--- config.mk ---
export PLATFORM = sky130hd
export DESIGN_NAME = stack_with_remove_min_top
export DESIGN_NICKNAME = d
export VERILOG_FILES = /design/src/sv/swrm_pkg.sv /design/src/sv/swrm_store.sv /design/src/sv/stack_with_remove_min_top.sv
export SDC_FILE = /design/constraint.sdc
export NUM_CORES = 1
export LEC_CHECK = 0
export BUFFER_PORTS_ARGS = -buffer_cell sky130_fd_sc_hd__buf_2
export CAP_MARGIN = 40
export CORE_MARGIN = 2
export CORE_UTILIZATION = 50
export CTS_CLUSTER_DIAMETER = 60
export DETAILED_ROUTE_END_ITERATION = 10
export PLACE_DENSITY = 0.69
export SKIP_CTS_REPAIR_TIMING = 1
export SLEW_MARGIN = 25
export SYNTH_ARGS = -nofsm -noshare
export SYNTH_HDL_FRONTEND = slang
export SYNTH_SLANG_ARGS = --single-unit
--- constraint.sdc ---
create_clock -name clk_i -period 6.5 [get_ports clk_i]
set_clock_uncertainty 0.15 [all_clocks]
set_input_delay 0.325 -clock clk_i [delete_from_list [all_inputs] [get_ports clk_i]]
set_output_delay 0.325 -clock clk_i [all_outputs]
set_load 0.01 [all_outputs]
--- src/sv/swrm_pkg.sv ---
// ----------------------------------------------------------------------------
// Stack with remove-minimum: shared definitions
// Sizes, request and status codes, and the transfer types of the block.
// ----------------------------------------------------------------------------
package swrm_pkg;

  localparam int unsigned DEPTH   = 8;
  localparam int unsigned DATA_W  = 32;
  localparam int unsigned IDX_W   = $clog2(DEPTH);
  localparam int unsigned CNT_W   = $clog2(DEPTH + 1);
  localparam int unsigned REQ_W   = 2;
  localparam int unsigned STAT_W  = 2;
  localparam int unsigned ECNT_W  = 4;

  localparam logic [REQ_W-1:0] REQ_PUSH       = 2'd0;
  localparam logic [REQ_W-1:0] REQ_POP        = 2'd1;
  localparam logic [REQ_W-1:0] REQ_REMOVE_MIN = 2'd2;

  localparam logic [STAT_W-1:0] ST_OK    = 2'd0;
  localparam logic [STAT_W-1:0] ST_FULL  = 2'd1;
  localparam logic [STAT_W-1:0] ST_EMPTY = 2'd2;

  typedef struct packed {
    logic [REQ_W-1:0]         req_type;
    logic signed [DATA_W-1:0] push_value;
  } in_item_t;

  typedef struct packed {
    logic [STAT_W-1:0]        status;
    logic signed [DATA_W-1:0] removed_value;
    logic signed [DATA_W-1:0] top_value;
    logic                     is_empty;
    logic [ECNT_W-1:0]        entry_count;
  } out_item_t;

  // One write port and one registered read port of the entry store.
  typedef struct packed {
    logic              we;
    logic [IDX_W-1:0]  waddr;
    logic [DATA_W-1:0] wdata;
    logic [IDX_W-1:0]  raddr;
  } mem_req_t;

endpackage

--- src/sv/swrm_store.sv ---
// ----------------------------------------------------------------------------
// Stack with remove-minimum: entry store
// Holds the stack entries; one write and one registered read per cycle.
// ----------------------------------------------------------------------------
module swrm_store (
  input  logic                          clk_i,
  input  swrm_pkg::mem_req_t            req_i,
  output logic [swrm_pkg::DATA_W-1:0]   rdata_o
);

  logic [swrm_pkg::DATA_W-1:0] mem [swrm_pkg::DEPTH];
  logic [swrm_pkg::DATA_W-1:0] rdata_q;

  always_ff @(posedge clk_i) begin
    if (req_i.we) begin
      mem[req_i.waddr] <= req_i.wdata;
    end
    rdata_q <= mem[req_i.raddr];
  end

  assign rdata_o = rdata_q;

endmodule

--- src/sv/stack_with_remove_min_top.sv ---
// ----------------------------------------------------------------------------
// Stack with remove-minimum: top level
// Bounded stack of signed words with push, pop and remove-minimum requests.
// ----------------------------------------------------------------------------
// Usage:
//   Requests arrive on in_valid_i/in_data_i and are taken when in_stall_o is
//   low; the block takes one request at a time and holds in_stall_o high
//   until the request's result is loaded into the output register.
//   Every request yields exactly one result on out_valid_o/out_data_o.
//   Push, pop and the unused request code pass through S_TOP and then S_LOAD,
//   where the result is loaded, and the next request can be taken once the block is back in S_IDLE.
//   Remove-minimum walks the stored entries through one read port and one
//   signed comparator, one entry per cycle, then moves the entries above the
//   minimum down one place per cycle; it then passes through S_TOP and
//   S_LOAD like a push, and the next request can be taken once the block
//   is back in S_IDLE. Remove on an empty stack takes as long as a push.
//   The single memory read port sets the pace of the scan and the shift.
//   Reset empties the stack; entry contents are not cleared.
//   While the receiver stalls, the result stays in the output register; the
//   next request may be taken and worked on, but its result waits until the
//   output register has been emptied.
// ----------------------------------------------------------------------------
module stack_with_remove_min_top (
  input  logic                clk_i,
  input  logic                rst_ni,
  input  logic                in_valid_i,
  output logic                in_stall_o,
  input  swrm_pkg::in_item_t  in_data_i,
  output logic                out_valid_o,
  input  logic                out_stall_i,
  output swrm_pkg::out_item_t out_data_o
);

  localparam int unsigned CW = swrm_pkg::CNT_W;
  localparam int unsigned IW = swrm_pkg::IDX_W;
  localparam int unsigned DW = swrm_pkg::DATA_W;

  typedef enum logic [4:0] {
    S_IDLE  = 5'b00001,
    S_SCAN  = 5'b00010,
    S_SHIFT = 5'b00100,
    S_TOP   = 5'b01000,
    S_LOAD  = 5'b10000
  } state_e;

  state_e                        state_q, state_d;
  logic [CW-1:0]                 count_q, count_d;
  logic [CW-1:0]                 rd_addr_q, raddr;
  logic signed [DW-1:0]          best_q, best_d;
  logic [CW-1:0]                 best_at_q, best_at_d;
  logic [swrm_pkg::STAT_W-1:0]   status_q, status_d;
  logic [DW-1:0]                 removed_q, removed_d;
  logic                          out_valid_q;
  swrm_pkg::out_item_t           out_q, out_d;
  logic                          out_load;
  logic                          in_accept;
  swrm_pkg::mem_req_t            mem_req;
  logic [DW-1:0]                 rdata;
  logic                          less;
  logic [CW-1:0]                 shift_src;
  logic [CW+swrm_pkg::ECNT_W-1:0] count_ext;

  assign in_accept  = in_valid_i && !in_stall_o;
  assign in_stall_o = (state_q != S_IDLE);

  // The scan comparator: the first entry read always becomes the best.
  assign less      = (rd_addr_q == '0) || ($signed(rdata) < best_q);
  assign best_d    = less ? $signed(rdata) : best_q;
  assign best_at_d = less ? rd_addr_q : best_at_q;
  assign shift_src = best_at_d + CW'(1);

  assign out_load  = (state_q == S_LOAD) && (!out_valid_q || !out_stall_i);
  assign count_ext = {{swrm_pkg::ECNT_W{1'b0}}, count_q};

  always_comb begin
    state_d       = state_q;
    count_d       = count_q;
    status_d      = status_q;
    removed_d     = removed_q;
    raddr         = '0;
    mem_req.we    = 1'b0;
    mem_req.waddr = count_q[IW-1:0];
    mem_req.wdata = in_data_i.push_value;

    case (state_q)
      S_IDLE: begin
        if (in_accept) begin
          status_d  = swrm_pkg::ST_OK;
          removed_d = '0;
          state_d   = S_TOP;
          case (in_data_i.req_type)
            swrm_pkg::REQ_PUSH: begin
              if (count_q == CW'(swrm_pkg::DEPTH)) begin
                status_d = swrm_pkg::ST_FULL;
              end else begin
                mem_req.we = 1'b1;
                count_d    = count_q + CW'(1);
              end
            end
            swrm_pkg::REQ_POP: begin
              if (count_q == '0) begin
                status_d = swrm_pkg::ST_EMPTY;
              end else begin
                count_d = count_q - CW'(1);
              end
            end
            swrm_pkg::REQ_REMOVE_MIN: begin
              if (count_q == '0) begin
                status_d = swrm_pkg::ST_EMPTY;
              end else begin
                raddr   = '0;
                state_d = S_SCAN;
              end
            end
            default: begin
              // Unused request code: the stack is left as it is.
            end
          endcase
        end
      end
      S_SCAN: begin
        raddr = rd_addr_q + CW'(1);
        if (rd_addr_q == count_q - CW'(1)) begin
          removed_d = best_d;
          if (shift_src < count_q) begin
            raddr   = shift_src;
            state_d = S_SHIFT;
          end else begin
            count_d = count_q - CW'(1);
            state_d = S_TOP;
          end
        end
      end
      S_SHIFT: begin
        // Each entry above the minimum moves down one place.
        mem_req.we    = 1'b1;
        mem_req.waddr = IW'(rd_addr_q - CW'(1));
        mem_req.wdata = rdata;
        raddr         = rd_addr_q + CW'(1);
        if (rd_addr_q + CW'(1) >= count_q) begin
          count_d = count_q - CW'(1);
          state_d = S_TOP;
        end
      end
      S_TOP: begin
        raddr   = count_q - CW'(1);
        state_d = S_LOAD;
      end
      S_LOAD: begin
        raddr = count_q - CW'(1);
        if (out_load) begin
          state_d = S_IDLE;
        end
      end
      default: begin
        state_d = S_IDLE;
      end
    endcase

    mem_req.raddr = raddr[IW-1:0];
  end

  always_comb begin
    out_d.status        = status_q;
    out_d.removed_value = removed_q;
    out_d.top_value     = (count_q == '0) ? '0 : rdata;
    out_d.is_empty      = (count_q == '0);
    out_d.entry_count   = count_ext[swrm_pkg::ECNT_W-1:0];
  end

  always_ff @(posedge clk_i or negedge rst_ni) begin
    if (!rst_ni) begin
      state_q     <= S_IDLE;
      count_q     <= '0;
      out_valid_q <= 1'b0;
    end else begin
      state_q <= state_d;
      count_q <= count_d;
      if (out_load) begin
        out_valid_q <= 1'b1;
      end else if (!out_stall_i) begin
        out_valid_q <= 1'b0;
      end
    end
  end

  always_ff @(posedge clk_i) begin
    rd_addr_q <= raddr;
    status_q  <= status_d;
    removed_q <= removed_d;
    if (state_q == S_SCAN) begin
      best_q    <= best_d;
      best_at_q <= best_at_d;
    end
    if (out_load) begin
      out_q <= out_d;
    end
  end

  swrm_store u_store (
    .clk_i   (clk_i),
    .req_i   (mem_req),
    .rdata_o (rdata)
  );

  assign out_valid_o = out_valid_q;
  assign out_data_o  = out_q;

  // The fill count never goes past the stack depth.
  assert property (@(posedge clk_i) disable iff (!rst_ni)
    count_q <= CW'(swrm_pkg::DEPTH))
    else $error("fill count exceeds depth");

  // The store is written only by an accepted push or by the compaction pass.
  assert property (@(posedge clk_i) disable iff (!rst_ni)
    mem_req.we |-> (state_q == S_SHIFT) ||
                   (in_accept && in_data_i.req_type == swrm_pkg::REQ_PUSH))
    else $error("unexpected store write");

  // A scan only runs over a non-empty stack.
  assert property (@(posedge clk_i) disable iff (!rst_ni)
    (state_q == S_SCAN) |-> (count_q != '0))
    else $error("scan on empty stack");

  // A finished result waits while the output register is full and stalled.
  assert property (@(posedge clk_i) disable iff (!rst_ni)
    (state_q == S_LOAD && out_valid_q && out_stall_i) |=> (state_q == S_LOAD))
    else $error("result loaded over a stalled transfer");

  // A failed request never reports a removed value.
  assert property (@(posedge clk_i) disable iff (!rst_ni)
    (out_valid_q && out_q.status != swrm_pkg::ST_OK) |-> (out_q.removed_value == '0))
    else $error("removed value on failed request");

endmodule
Word level (Yosys, flattened, before mapping)
Memory sizes are Yosys's and may differ from the RTL's. A register that Yosys moved wholly into a read port is not among the register bits.
Index checks and enable logic that the tools add are counted.
{ "word_totals": {"memories": 1, "output_inout_bits": 73, "in_bits": 38, "elab_cells": 95, "regBits": 155, "ram_bits": 256} }
{ "mem_list": {"columns": ["name", "depth", "width", "read_ports", "rd_ports_with_merged_regs", "write_ports", "line_no", "source"], "rows": [
  ["u_store.mem", 8, 32, 1, 1, 1, "swrm_store.sv:11", "logic [swrm_pkg::DATA_W-1:0] mem [swrm_pkg::DEPTH];"]
]} }
{ "classes": {"mux": 36, "n_reduce_logical": 18, "add_sub_neg": 5, "eq_ne": 19, "magnitude_cmp": 3} }
{ "ops": {"columns": ["op", "count"], "rows": [
  ["$mux W32", 3],
  ["$pmux W32 S2", 1],
  ["$mux W4", 12],
  ["$mux W35", 1],
  ["$lt A32 B32 Y1", 1],
  ["$pmux W5 S5", 1],
  ["$pmux W4 S3", 2],
  ["$mux W5", 4],
  ["$add A4 B1 Y4 const B", 3],
  ["$ne A2 B2 Y1 const B", 5],
  ["$logic_not A4 Y1", 2],
  ["$mux W1", 8],
  ["$pmux W4 S2", 1],
  ["$reduce_and A8 Y1", 1],
  ["$ne A3 B3 Y1 const B", 2],
  ["$eq A5 B1 Y1 const B", 1],
  ["$eq A5 B2 Y1 const B", 1],
  ["$eq A5 B3 Y1 const B", 1],
  ["$eq A5 B4 Y1 const B", 1],
  ["$eq A5 B5 Y1 const B", 1],
  ["$ne A5 B1 Y1 const B", 1],
  ["$eq A4 B4 Y1", 1],
  ["$eq A4 B4 Y1 const B", 1],
  ["$ge A4 B4 Y1", 1],
  ["20 further kinds", 25]
]} }

Logic depth before layout (Yosys ltp)
{ "depth": {"word_depth": 8, "mapped_depth": 25, "depth_no_buf": 23} }

Hierarchy
A second synthesis with hierarchy kept.
{ "hier_totals": {"cells_unflattened": 1093, "area_unflattened_um2": 18158.7} }
{ "modules_own_cells": {"columns": ["module", "area_per_inst_um2", "n_inst", "seq_area_each_um2", "cells_each"], "rows": [
  ["swrm_store", 10466.3, 1, 8328.0, 415],
  ["stack_with_remove_min_top", 7692.4, 1, 4565.6, 678]
]} }

Least setup slack after synthesis
OpenSTA, ideal clock, no wires.
{ "synth_timing": {"kind": "register to register", "from": "reg state_q[2]", "to": "reg out_q (netlist bit out_data_o[0]) (enable)", "required_time_ns": 5.827, "stages_incl_launch_ff": 4, "n_path_buf": 0, "arrival_ns": 4.319, "path_slack_ns": 1.507, "setup_time_ns": 0.523, "period_less_slack_ns": 4.993, "cell_sequence": "dfrtp_1 nor3_1 nand2_1 a21oi_1"} }
{ "synth_via": {"elab_chain_len": 2} }
{ "synth_rtl": {"columns": ["item", "line_no", "source"], "rows": [
  ["start, declared", "stack_with_remove_min_top.sv:46", "state_e state_q, state_d;"],
  ["start signal, assigned", "stack_with_remove_min_top.sv:177", "state_q <= state_d;"],
  ["$eq A5 B5 Y1", "stack_with_remove_min_top.sv:72", "assign out_load = (state_q == S_LOAD) && (!out_valid_q || !out_stall_i);"],
  ["$logic_and A1 B1 Y1", "stack_with_remove_min_top.sv:72", null],
  ["via out_load", "stack_with_remove_min_top.sv:55", "logic out_load;"],
  ["end signal, assigned", "stack_with_remove_min_top.sv:196", "out_q <= out_d;"],
  ["end, declared", "stack_with_remove_min_top.sv:54", "swrm_pkg::out_item_t out_q, out_d;"]
]} }
The timed path passes the listed nets, and every way through them passes these cells.
A chain may end at the register's enable or synchronous reset.

Worst setup path after layout
{ "layout_timing": {"from": "reg u_store.rdata_q (netlist bit u_store.rdata_o[27]), read port of u_store.mem", "to": "reg u_store.rdata_q (netlist bit u_store.rdata_o[25]), read port of u_store.mem"} }
{ "layout_via": {"elab_chain_len": 8} }
{ "layout_rtl": {"columns": ["item", "line_no", "source"], "rows": [
  ["start, declared", "swrm_store.sv:12", "logic [swrm_pkg::DATA_W-1:0] rdata_q;"],
  ["$lt A32 B32 Y1 *", "stack_with_remove_min_top.sv:67", "assign less = (rd_addr_q == '0) || ($signed(rdata) < best_q);"],
  ["$logic_or A1 B1 Y1 *", "stack_with_remove_min_top.sv:67", null],
  ["$mux W4 *", "stack_with_remove_min_top.sv:69", "assign best_at_d = less ? rd_addr_q : best_at_q;"],
  ["$add A4 B1 Y4 *", "stack_with_remove_min_top.sv:70", "assign shift_src = best_at_d + CW'(1);"],
  ["$lt A4 B4 Y1", "stack_with_remove_min_top.sv:125", "if (shift_src < count_q) begin"],
  ["$mux W4 *", "stack_with_remove_min_top.sv:125", null],
  ["$mux W4 *", "stack_with_remove_min_top.sv:123", "if (rd_addr_q == count_q - CW'(1)) begin"],
  ["$pmux W4 S3 *", "stack_with_remove_min_top.sv:85", "case (state_q)"]
]} }
Mark *: on every way between the ends. The rest lies on a longest branch, timed or not.

==> out/results.ini <==
[finish]
area_delta_synth_final_pct=14.6
nets=1645
multi_input_area_um2=4820
seq_area_um2=12900
layout_common_cells=nand2_1, edfxtp_1, buf_2
fillCellCount=2809
final_common_cell=nand2_1
num_antenna_cells=0
drive_gt1_share_pct=15.0

[drt]
ant_nets=0
drc_errors=0
wl_met2_um=18400
drt-pass1-iter-count=5
drt_iter0_drc=955
via_count=11400
post_drt_wl_per_cell_um=19.5
top_layer_used=met4
wl_met3_um=2990
routed_wl_um=40100
m1WireLength_um=17700
vias_per_cell=5.54

[worst_setup_path]
reg2reg_from=u_store.rdata_o[27]
reg2reg_setup_slack_ps=430
start_kind=flip-flop
cp-end-kind=flip-flop
cp_data_required_time_ps=6840
path_max_fanout=75
arrival_ps=6410
path_class=flip-flop to flip-flop
cp-startpoint=u_store.rdata_o[27]

[timing]
slew_viol_final=0
fin_crit_sh_pct=93.4
finalSetupTns_ps=0
post-route-min-period_ps=6070
hold_viol_final=0
clock.fmax_mhz=165
worst_slack_ps=430
worst_pin_slew_ps=814
rsz0062_at_grt=false
setup_viol=0
slew_headroom_pct=45.7

[synthesis]
synth_cell_types=58
async_reset_ff_share_pct=2.26
synthFlopType=edfxtp_1
ys_warn_count=0
synth_cells=1443
avgSynthCellArea_um2=12.6
syn-num-nets=1528
netlist_area_um2=18200
synth_edf_count=397
ys_seq_area_share_pct=70.9
ys_seq_elements=443

[global_route]
grt_max_degree=76
grt_usage_pct=21.2
overflow=0
grt_pass1_wl_um=62100
grt_pass1_vias=11200
antenna_found_initial=2

[floorplan]
ios=111
start_util_pct=51.0
fp.dieArea_um2=37900
core_area_um2=35700
die_w_um=195
chipHeight_um=195
row_count=69

[clock_network]
h-tree-depth=2
cts_buffers=44
cts_max_path_buffers=3
worstSkewPairLatency_ps=570
cts_tree=built
path_clk_slew_ps=60
cts.sinks=443
cts_root_buffer=clkbuf_16

[placed_design]
gp_congestion=0.860
portBuffers=110
place_ws_ps=505
hpwl_um=24300

[status]
status=complete, no violations

[power_and_ir_drop]
power_density_nw_per_um2=437
p_leak_nw=7.85
peakVddDrop_mv=0.199

[run]
maxCapViolations=0

[hold_path]
min_path_type=input port to asynchronous set/reset pin

[report_power, final]
group | switching [W] | internal [W]
clock | 0.00105 | 0.00149
combinational | 0.00163 | 0.000833
sequential | 0.000287 | 0.00382
[per-layer routing]
metal / GRT usage [%] / up-vias
met5: 0 / -
met4: 7.24 / 0
met3: 3.40 / 73
met2: 33.4 / 421
met1: 30.3 / 5527
li1: - / 5383
[per-stage QoR]
stage               power, W  util, %  instance area (um^2)  hold slack, ps  instances
global route         0.00959     58.4                 20800            37.3       2057
detailed placement   0.00661     54.2                 19300            54.4       1972
finish               0.00911     58.4                 20800            22.1       2057
floorplan            0.00572        -                 18200            -121       1443
CTS                  0.00914     58.3                 20800            -538       2054
global placement     0.00649     54.1                 19300            50.5       1971
[sequential cells by signal (all words and copies together), names as in the netlist]
name	cells
status_q	2
out_data_o	71
rd_addr_q	4
out_valid_o	1
best_q	32
u_store.mem	256
u_store.rdata_o	32
removed_q	32
state_q	5
best_at_q	4
count_q	4
[logic make-up after synthesis]
group                    after synthesis  synth area share (%)
AND/OR/NAND/NOR                      643                  15.5
flip-flops                           443                  70.9
AO/OA/AOI/OAI                        165                  6.28
buffers and inverters                124                  2.92
adder cells (fa/ha/maj)               47                  3.23
XOR/XNOR                              16                 0.771
multiplexers                           5                 0.358
[path summary, 6_finish.rpt]
| kind | endpoint | cells past startpoint |
|---|---|---|
| worst max-delay path | u_store.rdata_o[25] | 20 |
| worst min-delay path | state_q[1] | 2 |
| worst max register to register | u_store.rdata_o[25] | 20 |
| worst min register to register | out_data_o[63] | 0 |
| max in group asynchronous | state_q[0] | 2 |
| min in group clk_i | u_store.mem[4][14] | 3 |
[critical path, cell delays in order, from the launching register on]
cell and delay, ps:
dfxtp_1 480, ha_1 310, a21oi_1 150, o21ai_0 150
nor4_1 400, o21ai_1 220, o21ai_4 260, mux2i_4 310
inv_2 110, ha_1 200, xnor2_1 240, ha_1 280
o21a_1 100, o21ai_0 530, a2111oi_2 110, nor2_4 170
buf_4 500, buf_4 740, nand2_1 160, a31oi_1 220
a32o_1 150
[final cells by class]
class / count / share of cell area [%]
inverters: 51 / 0.925
clock inverters: 28 / 1.39
well taps: 461 / 2.77
flip-flops and latches: 443 / 61.9
multi-input cells: 876 / 23.1
clock buffers: 54 / 5.61
repair buffers: 144 / 4.26
[Yosys cell counts (all sizes together), types with 2 or more instances]
master | n | share of area, %
nand2 | 415 | 8.6
edfxtp | 397 | 66
nand3 | 99 | 2.7
o21ai | 52 | 1.5
inv | 51 | 1.1
ha | 47 | 3.2
buf | 40 | 1.2
nor2b | 39 | 1.3
and2 | 37 | 1.3
dfxtp | 36 | 4.0
a31oi | 33 | 1.1
clkbuf | 33 | 0.68
a32o | 32 | 1.8
a21oi | 26 | 0.76
nor2 | 19 | 0.39
nor3 | 10 | 0.28
xnor2 | 10 | 0.48
dfrtp | 9 | 1.2
xor2 | 6 | 0.29
nand2b | 5 | 0.17
and4 | 4 | 0.19
nor3b | 4 | 0.17
o21a | 4 | 0.17
a2111oi | 3 | 0.18
and3 | 3 | 0.10
mux2i | 3 | 0.23
nand4 | 3 | 0.10
a21boi | 2 | 0.083
mux2 | 2 | 0.12
No activity file was read; power rests on OpenSTA's default activity.
